[src/rtl/epsf_pkg.sv]
// Shared types and constants of the encoder period speed filter.
package epsf_pkg;

  // Fixed register widths
  localparam int NUM_W   = 32;
  localparam int LIMIT_W = 16;
  localparam int WIN_W   = 24;
  localparam int COEF_W  = 16;
  localparam int CFG_IDX_W = 3;
  localparam int CFG_DATA_W = 32;

  // Register reset values
  localparam logic [NUM_W-1:0]   RST_NUMERATOR = 32'd160849544;
  localparam logic [LIMIT_W-1:0] RST_LIMIT     = 16'd61440;
  localparam logic [WIN_W-1:0]   RST_STALL     = 24'd400000;
  localparam logic [COEF_W-1:0]  RST_FEEDBACK  = 16'd64880;
  localparam logic [COEF_W-1:0]  RST_INPUT     = 16'd328;

  // Register indexes
  typedef enum logic [CFG_IDX_W-1:0] {
    CFG_NUMERATOR = 3'd0,
    CFG_LIMIT     = 3'd1,
    CFG_STALL     = 3'd2,
    CFG_FEEDBACK  = 3'd3,
    CFG_INPUT     = 3'd4
  } cfg_reg_e;

  // Register file contents
  typedef struct packed {
    logic [NUM_W-1:0]   numerator;
    logic [LIMIT_W-1:0] limit;
    logic [WIN_W-1:0]   stall_ticks;
    logic [COEF_W-1:0]  feedback;
    logic [COEF_W-1:0]  input_gain;
  } cfg_t;

  // Command from front to back: a period closed, and/or the window stalled
  typedef struct packed {
    logic div;
    logic stall;
  } cmd_t;

  localparam int CMD_W = $bits(cmd_t);

endpackage

[src/rtl/epsf_queue.sv]
// Two-entry command queue between the front and back parts.
module epsf_queue import epsf_pkg::*; #(
  parameter int DATA_W = 27
) (
  input  logic              clk_i,
  input  logic              rst_ni,
  input  logic              push_i,
  input  logic [DATA_W-1:0] data_i,
  output logic              full_o,
  output logic              valid_o,
  output logic [DATA_W-1:0] data_o,
  input  logic              pop_i
);

  localparam int DEPTH = 2;
  localparam int PTR_W = $clog2(DEPTH);
  localparam int CNT_W = $clog2(DEPTH + 1);

  logic [DATA_W-1:0] mem_q [DEPTH];
  logic [PTR_W-1:0]  wr_ptr_q, wr_ptr_d, rd_ptr_q, rd_ptr_d;
  logic [CNT_W-1:0]  count_q, count_d;

  assign full_o  = (count_q == CNT_W'(DEPTH));
  assign valid_o = (count_q != '0);
  assign data_o  = mem_q[rd_ptr_q];

  // Pointer and fill bookkeeping
  always_comb begin
    wr_ptr_d = push_i ? wr_ptr_q + 1'b1 : wr_ptr_q;
    rd_ptr_d = pop_i ? rd_ptr_q + 1'b1 : rd_ptr_q;
    count_d  = count_q;
    if (push_i && !pop_i) begin
      count_d = count_q + 1'b1;
    end else if (!push_i && pop_i) begin
      count_d = count_q - 1'b1;
    end
  end

  always_ff @(posedge clk_i or negedge rst_ni) begin
    if (!rst_ni) begin
      wr_ptr_q <= '0;
      rd_ptr_q <= '0;
      count_q  <= '0;
    end else begin
      wr_ptr_q <= wr_ptr_d;
      rd_ptr_q <= rd_ptr_d;
      count_q  <= count_d;
    end
  end

  // Entry storage
  always_ff @(posedge clk_i) begin
    if (push_i) begin
      mem_q[wr_ptr_q] <= data_i;
    end
  end

endmodule

[src/rtl/epsf_front.sv]
// Front part: edge detection, period counting and stall window.
module epsf_front import epsf_pkg::*; #(
  parameter int PERIOD_BITS = 24
) (
  input  logic                 clk_i,
  input  logic                 rst_ni,
  input  logic [WIN_W-1:0]     stall_ticks_i,
  input  logic                 pin_valid_i,
  input  logic                 pin_level_i,
  output logic                 pin_ready_o,
  input  logic                 queue_full_i,
  output logic                 push_o,
  output cmd_t                 cmd_o,
  output logic [PERIOD_BITS:0] period_o
);

  localparam logic [PERIOD_BITS-1:0] PERIOD_MAX = '1;

  logic                   last_level_q, last_level_d;
  logic                   armed_q, armed_d;
  logic [PERIOD_BITS-1:0] period_cnt_q, period_cnt_d;
  logic                   edge_seen_q, edge_seen_d;
  logic [WIN_W-1:0]       win_cnt_q, win_cnt_d;

  logic             accept;
  logic             pin_edge;
  logic             closing;
  logic             seen_now;
  logic [WIN_W:0]   win_inc;
  logic [WIN_W-1:0] win_len;
  logic             win_end;

  assign pin_ready_o = !queue_full_i;
  assign accept      = pin_valid_i && pin_ready_o;
  assign push_o      = accept;

  // Per-tick classification
  always_comb begin
    pin_edge = (pin_level_i != last_level_q);
    closing  = pin_edge && armed_q;
    seen_now = edge_seen_q || closing;
    win_inc  = {1'b0, win_cnt_q} + 1'b1;
    win_len  = (stall_ticks_i == '0) ? WIN_W'(1) : stall_ticks_i;
    win_end  = (win_inc >= {1'b0, win_len});

    cmd_o.div   = closing;
    cmd_o.stall = win_end && !seen_now;
    period_o    = {1'b0, period_cnt_q} + 1'b1;

    last_level_d = pin_level_i;
    armed_d      = armed_q || pin_edge;
    period_cnt_d = period_cnt_q;
    if (pin_edge) begin
      period_cnt_d = '0;
    end else if (armed_q && period_cnt_q != PERIOD_MAX) begin
      period_cnt_d = period_cnt_q + 1'b1;
    end
    if (win_end) begin
      edge_seen_d = 1'b0;
      win_cnt_d   = '0;
    end else begin
      edge_seen_d = seen_now;
      win_cnt_d   = win_inc[WIN_W-1:0];
    end
  end

  always_ff @(posedge clk_i or negedge rst_ni) begin
    if (!rst_ni) begin
      last_level_q <= 1'b0;
      armed_q      <= 1'b0;
      period_cnt_q <= '0;
      edge_seen_q  <= 1'b0;
      win_cnt_q    <= '0;
    end else if (accept) begin
      last_level_q <= last_level_d;
      armed_q      <= armed_d;
      period_cnt_q <= period_cnt_d;
      edge_seen_q  <= edge_seen_d;
      win_cnt_q    <= win_cnt_d;
    end
  end

endmodule

[src/rtl/epsf_back.sv]
// Back part: bit-serial divide, IIR filter and result register.
module epsf_back import epsf_pkg::*; #(
  parameter int PERIOD_BITS = 24,
  parameter int SPEED_BITS  = 16
) (
  input  logic                  clk_i,
  input  logic                  rst_ni,
  input  cfg_t                  cfg_i,
  input  logic                  cmd_valid_i,
  input  cmd_t                  cmd_i,
  input  logic [PERIOD_BITS:0]  period_i,
  output logic                  cmd_pop_o,
  output logic                  res_valid_o,
  input  logic                  res_ready_i,
  output logic [SPEED_BITS-1:0] speed_o,
  output logic                  sample_taken_o,
  output logic                  stalled_o
);

  localparam int DIV_W = PERIOD_BITS + 1;
  localparam int CNT_W = $clog2(NUM_W);
  localparam int PA_W  = SPEED_BITS + COEF_W;
  localparam int SUM_W = SPEED_BITS + 1;
  localparam int PB_W  = SPEED_BITS + COEF_W + 1;
  localparam int ACC_W = SPEED_BITS + COEF_W + 2;
  localparam int YF_W  = ACC_W - COEF_W;
  localparam logic [SPEED_BITS-1:0] SPEED_MAX = '1;
  localparam logic [NUM_W:0] SPEED_MAX_EXT =
    {{(NUM_W + 1 - SPEED_BITS){1'b0}}, {SPEED_BITS{1'b1}}};
  localparam logic [ACC_W-1:0] ROUND_HALF = ACC_W'(1) << (COEF_W - 1);

  typedef enum logic [4:0] {
    S_IDLE = 5'b00001,
    S_DIV  = 5'b00010,
    S_FA   = 5'b00100,
    S_FB   = 5'b01000,
    S_FC   = 5'b10000
  } back_state_e;

  back_state_e state_q, state_d;

  // Divider
  logic [NUM_W-1:0] num_q, num_d;
  logic [DIV_W-1:0] rem_q, rem_d;
  logic [DIV_W-1:0] div_q, div_d;
  logic [CNT_W-1:0] cnt_q, cnt_d;
  logic             stall_q, stall_d;

  // Filter
  logic [SPEED_BITS-1:0] x_q, x_d;
  logic [PA_W-1:0]       prod_a_q, prod_a_d;
  logic [SUM_W-1:0]      sum_q, sum_d;
  logic [PB_W-1:0]       prod_b_q, prod_b_d;
  logic [SPEED_BITS-1:0] filt_y_q, filt_y_d;
  logic [SPEED_BITS-1:0] prev_x_q, prev_x_d;
  logic [SPEED_BITS-1:0] shown_q, shown_d;

  // Result register
  logic                  res_valid_q, res_valid_d;
  logic [SPEED_BITS-1:0] res_speed_q;
  logic                  res_taken_q, res_stall_q;

  logic                  out_free;
  logic                  emit;
  logic [SPEED_BITS-1:0] emit_speed;
  logic                  emit_taken;
  logic                  emit_stall;

  logic [DIV_W:0]        trial;
  logic [DIV_W:0]        diff;
  logic                  ge;
  logic [DIV_W-1:0]      rem_next;
  logic [SPEED_BITS-1:0] x_sat;
  logic                  below;
  logic [ACC_W-1:0]      acc;
  logic [YF_W-1:0]       y_full;
  logic [SPEED_BITS-1:0] y_sat;

  assign out_free       = !res_valid_q || res_ready_i;
  assign res_valid_o    = res_valid_q;
  assign speed_o        = res_speed_q;
  assign sample_taken_o = res_taken_q;
  assign stalled_o      = res_stall_q;

  // Datapath: one restoring divide step, saturation, filter sum
  always_comb begin
    trial    = {rem_q, num_q[NUM_W-1]};
    diff     = trial - {1'b0, div_q};
    ge       = (trial >= {1'b0, div_q});
    rem_next = ge ? diff[DIV_W-1:0] : trial[DIV_W-1:0];
    x_sat    = ({1'b0, num_q} > SPEED_MAX_EXT) ? SPEED_MAX : num_q[SPEED_BITS-1:0];
    below    = (NUM_W'(x_sat) < NUM_W'(cfg_i.limit));
    acc      = ACC_W'(prod_a_q) + ACC_W'(prod_b_q) + ROUND_HALF;
    y_full   = acc[ACC_W-1:COEF_W];
    y_sat    = (y_full > YF_W'(SPEED_MAX)) ? SPEED_MAX : y_full[SPEED_BITS-1:0];
  end

  // Sequencer
  always_comb begin
    state_d    = state_q;
    num_d      = num_q;
    rem_d      = rem_q;
    div_d      = div_q;
    cnt_d      = cnt_q;
    stall_d    = stall_q;
    x_d        = x_q;
    prod_a_d   = prod_a_q;
    sum_d      = sum_q;
    prod_b_d   = prod_b_q;
    filt_y_d   = filt_y_q;
    prev_x_d   = prev_x_q;
    shown_d    = shown_q;
    cmd_pop_o  = 1'b0;
    emit       = 1'b0;
    emit_speed = shown_q;
    emit_taken = 1'b0;
    emit_stall = 1'b0;

    case (state_q)
      S_IDLE: begin
        if (cmd_valid_i) begin
          if (cmd_i.div) begin
            cmd_pop_o = 1'b1;
            num_d     = cfg_i.numerator;
            rem_d     = '0;
            div_d     = period_i;
            cnt_d     = '0;
            stall_d   = cmd_i.stall;
            state_d   = S_DIV;
          end else if (out_free) begin
            cmd_pop_o  = 1'b1;
            emit       = 1'b1;
            emit_stall = cmd_i.stall;
            if (cmd_i.stall) begin
              shown_d = '0;
            end
            emit_speed = shown_d;
          end
        end
      end
      S_DIV: begin
        num_d = {num_q[NUM_W-2:0], ge};
        rem_d = rem_next;
        cnt_d = cnt_q + 1'b1;
        if (cnt_q == CNT_W'(NUM_W - 1)) begin
          state_d = S_FA;
        end
      end
      S_FA: begin
        if (below) begin
          x_d      = x_sat;
          prod_a_d = PA_W'(cfg_i.feedback) * PA_W'(filt_y_q);
          sum_d    = SUM_W'(x_sat) + SUM_W'(prev_x_q);
          state_d  = S_FB;
        end else if (out_free) begin
          emit       = 1'b1;
          emit_stall = stall_q;
          if (stall_q) begin
            shown_d = '0;
          end
          emit_speed = shown_d;
          state_d    = S_IDLE;
        end
      end
      S_FB: begin
        prod_b_d = PB_W'(cfg_i.input_gain) * PB_W'(sum_q);
        state_d  = S_FC;
      end
      S_FC: begin
        if (out_free) begin
          filt_y_d   = y_sat;
          prev_x_d   = x_q;
          shown_d    = stall_q ? '0 : y_sat;
          emit       = 1'b1;
          emit_taken = 1'b1;
          emit_stall = stall_q;
          emit_speed = shown_d;
          state_d    = S_IDLE;
        end
      end
      default: begin
        state_d = S_IDLE;
      end
    endcase

    res_valid_d = emit || (res_valid_q && !res_ready_i);
  end

  // Control and filter state
  always_ff @(posedge clk_i or negedge rst_ni) begin
    if (!rst_ni) begin
      state_q     <= S_IDLE;
      res_valid_q <= 1'b0;
      filt_y_q    <= '0;
      prev_x_q    <= '0;
      shown_q     <= '0;
    end else begin
      state_q     <= state_d;
      res_valid_q <= res_valid_d;
      filt_y_q    <= filt_y_d;
      prev_x_q    <= prev_x_d;
      shown_q     <= shown_d;
    end
  end

  // Working registers and result payload
  always_ff @(posedge clk_i) begin
    num_q    <= num_d;
    rem_q    <= rem_d;
    div_q    <= div_d;
    cnt_q    <= cnt_d;
    stall_q  <= stall_d;
    x_q      <= x_d;
    prod_a_q <= prod_a_d;
    sum_q    <= sum_d;
    prod_b_q <= prod_b_d;
    if (emit) begin
      res_speed_q <= emit_speed;
      res_taken_q <= emit_taken;
      res_stall_q <= emit_stall;
    end
  end

endmodule

[src/rtl/encoder_period_speed_filter_unit.sv]
// Top level of the encoder period speed filter: config registers, front, queue, back.
// A tick closing no period goes through the queue and result register; a tick that
// closes a period also takes 32 divide steps and, when it filters, 3 filter steps; a
// rejected speed skips the filter. Throughput: one tick per cycle between edges while
// results are taken; a closing edge holds the back part, the two-entry queue absorbs
// ticks meanwhile. Reset is async, active low: registers to defaults, control cleared.
module encoder_period_speed_filter_unit import epsf_pkg::*; #(
  parameter int PERIOD_BITS = 24,
  parameter int SPEED_BITS  = 16
) (
  input  logic                  clk_i,
  input  logic                  rst_ni,
  input  logic                  cfg_we_i,
  input  logic [CFG_IDX_W-1:0]  cfg_idx_i,
  input  logic [CFG_DATA_W-1:0] cfg_wdata_i,
  input  logic                  pin_valid_i,
  output logic                  pin_ready_o,
  input  logic                  pin_level_i,
  output logic                  res_valid_o,
  input  logic                  res_ready_i,
  output logic [SPEED_BITS-1:0] speed_o,
  output logic                  sample_taken_o,
  output logic                  stalled_o
);

  localparam int Q_W = CMD_W + PERIOD_BITS + 1;

  cfg_t cfg_q;

  logic                 push;
  cmd_t                 push_cmd;
  logic [PERIOD_BITS:0] push_period;
  logic                 q_full;
  logic                 q_valid;
  logic [Q_W-1:0]       q_data;
  logic                 q_pop;
  cmd_t                 pop_cmd;
  logic [PERIOD_BITS:0] pop_period;

  // Configuration registers
  always_ff @(posedge clk_i or negedge rst_ni) begin
    if (!rst_ni) begin
      cfg_q.numerator   <= RST_NUMERATOR;
      cfg_q.limit       <= RST_LIMIT;
      cfg_q.stall_ticks <= RST_STALL;
      cfg_q.feedback    <= RST_FEEDBACK;
      cfg_q.input_gain  <= RST_INPUT;
    end else if (cfg_we_i) begin
      case (cfg_idx_i)
        CFG_NUMERATOR: cfg_q.numerator   <= cfg_wdata_i[NUM_W-1:0];
        CFG_LIMIT:     cfg_q.limit       <= cfg_wdata_i[LIMIT_W-1:0];
        CFG_STALL:     cfg_q.stall_ticks <= cfg_wdata_i[WIN_W-1:0];
        CFG_FEEDBACK:  cfg_q.feedback    <= cfg_wdata_i[COEF_W-1:0];
        CFG_INPUT:     cfg_q.input_gain  <= cfg_wdata_i[COEF_W-1:0];
        default: ;
      endcase
    end
  end

  epsf_front #(
    .PERIOD_BITS(PERIOD_BITS)
  ) u_front (
    .clk_i        (clk_i),
    .rst_ni       (rst_ni),
    .stall_ticks_i(cfg_q.stall_ticks),
    .pin_valid_i  (pin_valid_i),
    .pin_level_i  (pin_level_i),
    .pin_ready_o  (pin_ready_o),
    .queue_full_i (q_full),
    .push_o       (push),
    .cmd_o        (push_cmd),
    .period_o     (push_period)
  );

  epsf_queue #(
    .DATA_W(Q_W)
  ) u_queue (
    .clk_i  (clk_i),
    .rst_ni (rst_ni),
    .push_i (push),
    .data_i ({push_cmd, push_period}),
    .full_o (q_full),
    .valid_o(q_valid),
    .data_o (q_data),
    .pop_i  (q_pop)
  );

  assign pop_cmd    = cmd_t'(q_data[Q_W-1 -: CMD_W]);
  assign pop_period = q_data[PERIOD_BITS:0];

  epsf_back #(
    .PERIOD_BITS(PERIOD_BITS),
    .SPEED_BITS (SPEED_BITS)
  ) u_back (
    .clk_i         (clk_i),
    .rst_ni        (rst_ni),
    .cfg_i         (cfg_q),
    .cmd_valid_i   (q_valid),
    .cmd_i         (pop_cmd),
    .period_i      (pop_period),
    .cmd_pop_o     (q_pop),
    .res_valid_o   (res_valid_o),
    .res_ready_i   (res_ready_i),
    .speed_o       (speed_o),
    .sample_taken_o(sample_taken_o),
    .stalled_o     (stalled_o)
  );

endmodule

[config.mk]
export PLATFORM = sky130hd
export DESIGN_NAME = encoder_period_speed_filter_unit
export DESIGN_NICKNAME = d
export VERILOG_FILES = /design/src/rtl/epsf_pkg.sv /design/src/rtl/epsf_queue.sv /design/src/rtl/epsf_front.sv /design/src/rtl/epsf_back.sv /design/src/rtl/encoder_period_speed_filter_unit.sv
export SDC_FILE = /design/constraint.sdc
export NUM_CORES = 2
export LEC_CHECK = 0
export BUFFER_PORTS_ARGS = -buffer_cell sky130_fd_sc_hd__buf_2
export CAP_MARGIN = 20
export CORE_UTILIZATION = 54
export DETAILED_ROUTE_END_ITERATION = 8
export PLACE_DENSITY = 0.74
export SETUP_SLACK_MARGIN = 0.02
export SKIP_CTS_REPAIR_TIMING = 1
export SLEW_MARGIN = 20
export SYNTH_ARGS = -nofsm -noshare
export SYNTH_HDL_FRONTEND = slang
export SYNTH_HIERARCHICAL = 1
export SYNTH_SLANG_ARGS = --single-unit
[constraint.sdc]
create_clock -name clk_i -period 13.9 [get_ports clk_i]
set_clock_uncertainty 0.1 [all_clocks]
set_input_delay 2.78 -clock clk_i [delete_from_list [all_inputs] [get_ports clk_i]]
set_output_delay 2.78 -clock clk_i [all_outputs]
set_load 0.05 [all_outputs]
==> metrics.md <==
| Metric | Value |
|---|---|
| Arrival time worst endpoint | 7.37 ns |
| Vias in the first global route | 28.4k |
| Cells after Synth | 3958 |
| Worst flop-to-flop path endpoint | u_back/prod_a_q[30]$_DFFE_PP_ |
| Vias | 28.0k |
| CP Launch Type | register |
| Global-route wire length before repair | 152 mm |
| Die height | roughly 280 um |
| Core Area | 0.0744 mm2 |
| CP most frequent cell | fa_1 |
| Mapped Area | 0.0406 mm2 |
| Antenna viol nets, final | 0 |
| Most frequently used flop master after synthesis | edfxtp_1 |
| RSZ-0062 raised after global routing | false |
| Ys Warns | 6 |
| Initial antenna violation count | 3 |
| DIE AREA | about 0.076 mm2 |
| Worst r2r path cells | 21 |
| Commonest non-fill, non-tap cells in the layout | nand2_1 (597), inv_1 (589), fa_1 (404), ha_1 (356), and2_1 (263) |
| Post-synthesis xor/xnor area fraction | 2.91% |
| Initial DRC Count | 2150 |
| Met1 GRT Util | 36.3% |
| Starting density of the core | 54.6% |
| First-pass DRT Iterations | 6 |
| Seq/Total Area, Yosys | 32.3% |
| Drt total wl | 93.2 mm |
| Clk slew on worst S/H paths | 0.07 ns |
| NumNets Final | 4749 |
| Post-Syn Nets | 4759 |
| Clk buf depth | 3 |
| Clock root buffer | clkbuf_16 |
| Ports | 61 |
| TritonCTS Buffers | 49 |
| Worst hold path class | reg2reg |
| R2R setup slack | 6.77 ns |
| Ys async rst share | roughly 45% |
| CP Class | reg2reg |
| Pin slew with the least headroom to its limit | 1.00 ns |
| Drc violations | 0 |
| TritonCTS clock tree | yes |
| GR Layer Usage met3 | ~3.4% |
| Hold slack | 0.343 ns |
| CP max-delay cell | dfrtp_1 |
| Met2 usage | 38.9% |
| Final Critical Period | 7.13 ns |
| FMAX | 140 MHz |
| CP max FO | 17 |
| Crit. End Element | register |
| Syn_area_per_cell | 10.3 um2 |
| Main combinational cell family by area after synthesis | adder cells |
| Most common cell after layout, fill and taps aside | nand2_1 |
| Final setup fails | 0 |
| Filler instances | between 6k and 7k |
| Routed WL per cell | ~19 um |
| DP Wirelength | 70.3 mm |
| P&R area growth vs syn | 6.62% |
| RR Startpoint | u_back/filt_y_q[6]$_DFFE_PN0P_ |
| Relative slew margins | 33.0% |
| CP endpoint | u_back/prod_a_q[30]$_DFFE_PP_ |
| GRT Total Usage | between 20% and 30% |
| GR Overflow Total | 0 |
| Layout cells sized above 1 | 9.95% |
| IO Port Bufs | 60 |
| Synth Area in Adders | 30.9% |
| Register bit count reported by yosys | 471 |
| Ordered cell list for the critical path | and2_1 > fa_1 > inv_1 > fa_1 > fa_1 > fa_1 > inv_1 > fa_1 > inv_1 > fa_1 > inv_1 > ha_1 > a21oi_1 > nor2_1 > o31a_1 > o31ai_1 > a21oi_1 > nor4_1 > o21ai_0 > a221oi_1 > xnor2_1 |
| Status | finished clean |
| Die width | 276 um |
| Compound-Gate Fraction of Synth Area | 7.66% |
| Number of enable flip-flop cells after synthesis | 258 |
| Slowest Stage Delay on Critical Path | 0.57 ns |
| Count of cell types in the netlist | 97 |
| H-tree levels | 2 |
| Final Wtd Congestion | 0.900 |
| Post-Synth Simple-Gate Area | roughly 15% |
| Cell Rows | 100 |
| Crit path from | u_back/filt_y_q[6]$_DFFE_PN0P_ |
| Max-Cap Viols | 0 |
| Worst-Skew Late Latency | 0.62 ns |
| CP required | 14.14 ns |
| Fraction of synthesized area in multiplexers | 4.08% |
| Register area | 0.0131 mm2 |
| Drt via density | 5.65 |
| Largest net degree at the start of global routing | roughly 90 |
| Area taken by multi-input logic gates | 0.0247 mm2 |
| Tcrit/Tclk final | 51.3% |
| Grt peak-use layer | met2 |
| Fin Setup TNS | 0 ns |
| Max Transition Viols Final | 0 |
| Final hold violation count | 0 |
| Clk sinks | around 470 |
[cell usage after synthesis, drive strengths merged (66+ instances only)]
| library cell | count | share of area [%] |
|---|---|---|
| dfrtp | 176 | 11 |
| a21oi | 124 | 1.5 |
| edfxtp | 258 | 19 |
| nand3 | 66 | 0.84 |
| xnor2 | 88 | 1.9 |
| mux2 | 134 | 3.9 |
| and2 | 263 | 4.0 |
| o21ai | 96 | 1.2 |
| ha | 356 | 11 |
| fa | 404 | 20 |
| nand2 | 600 | 5.6 |
| nor2 | 102 | 0.94 |
| clkbuf | 106 | 0.98 |
| inv | 589 | 5.4 |
[kinds of logic (layout without fill, tap and decap cells)]
kind of cell               after synthesis  after routing
AOI/OAI and AO/OA                      466            466
xor gates and xnor gates               135            135
adders and majority gates              760            760
buffers and inverters                  727            758
DFF                                    471            471
muxes                                  141            141
other                                    0              1
and+or+nand+nor                       1258           1258
[per-layer routing]
metal  routed length [um]  vias to the layer above  part of all wire (%)
met1                42200                    14000                    45
met3                 6060                      132                   6.5
met5                    0                        -                     0
met2                42600                      896                    46
li1                     -                    13000                     -
met4                 2360                        0                   2.5
[final cells by class]
type                    instances  area share [%]
repair buffers                 77            1.01
clock inverters                33           0.719
inverters                     589            5.10
diodes                          1         0.00578
flip-flops and latches        471            30.3
well taps                     969            2.80
clock buffers                  59            3.15
multi-input cells            2760            56.9
[sequential cells by signal, summed over array words and instances, names as in the netlist, 17 cells and up]
signal	flops
cfg_q	104
u_back/prod_a_q	32
u_back/div_q	25
u_back/sum_q	17
u_back/num_q	32
u_back/prod_b_q	33
u_back/rem_q	25
u_front/period_cnt_q	24
u_front/win_cnt_q	24
u_queue/mem_q	54
[stage by stage]
| stage | util, % | instance area [um2] | std cells | setup WS [ns] |
|---|---|---|---|---|
| after floorplan | - | 40600 | 3958 | 7.33 |
| after global placement | 55.9 | 41700 | 4866 | 7.09 |
| after detailed placement | 55.9 | 41700 | 4866 | 6.87 |
| after CTS | 58.2 | 43300 | 4958 | 6.85 |
| after global routing | 58.2 | 43300 | 4958 | 6.51 |
| final | 58.2 | 43300 | 4959 | 6.77 |
[worst max-delay path, delay by kind of cell, from the launching register on]
family          cells  cell delay [ns]
compound gates      6             1.68
fa+ha+maj           7             3.47
simple gates        3             0.75
flops               1             0.57
xor+xnor            1             0.10
buf+inv             4             0.20
[worst min path at each step]
stage | startpoint | endpoint | slack (ns) | depth (start not counted)
after detailed placement | u_back/x_q[8]$_DFFE_PP_ | u_back/prev_x_q[8]$_DFFE_PN0P_ | 0.33 | 2
final | u_back/x_q[3]$_DFFE_PP_ | u_back/prev_x_q[3]$_DFFE_PN0P_ | 0.34 | 2
after global placement | u_back/x_q[10]$_DFFE_PP_ | u_back/prev_x_q[10]$_DFFE_PN0P_ | 0.32 | 2
after floorplan | u_back/x_q[0]$_DFFE_PP_ | u_back/prev_x_q[0]$_DFFE_PN0P_ | 0.31 | 2
after CTS | u_back/x_q[7]$_DFFE_PP_ | u_back/prev_x_q[7]$_DFFE_PN0P_ | 0.34 | 2
after global routing | u_back/x_q[1]$_DFFE_PP_ | u_back/prev_x_q[1]$_DFFE_PN0P_ | 0.36 | 2
Power is left out: the tool's default activity adds up to more than one toggle a clock period on the data nets, which glitch-free logic cannot reach.
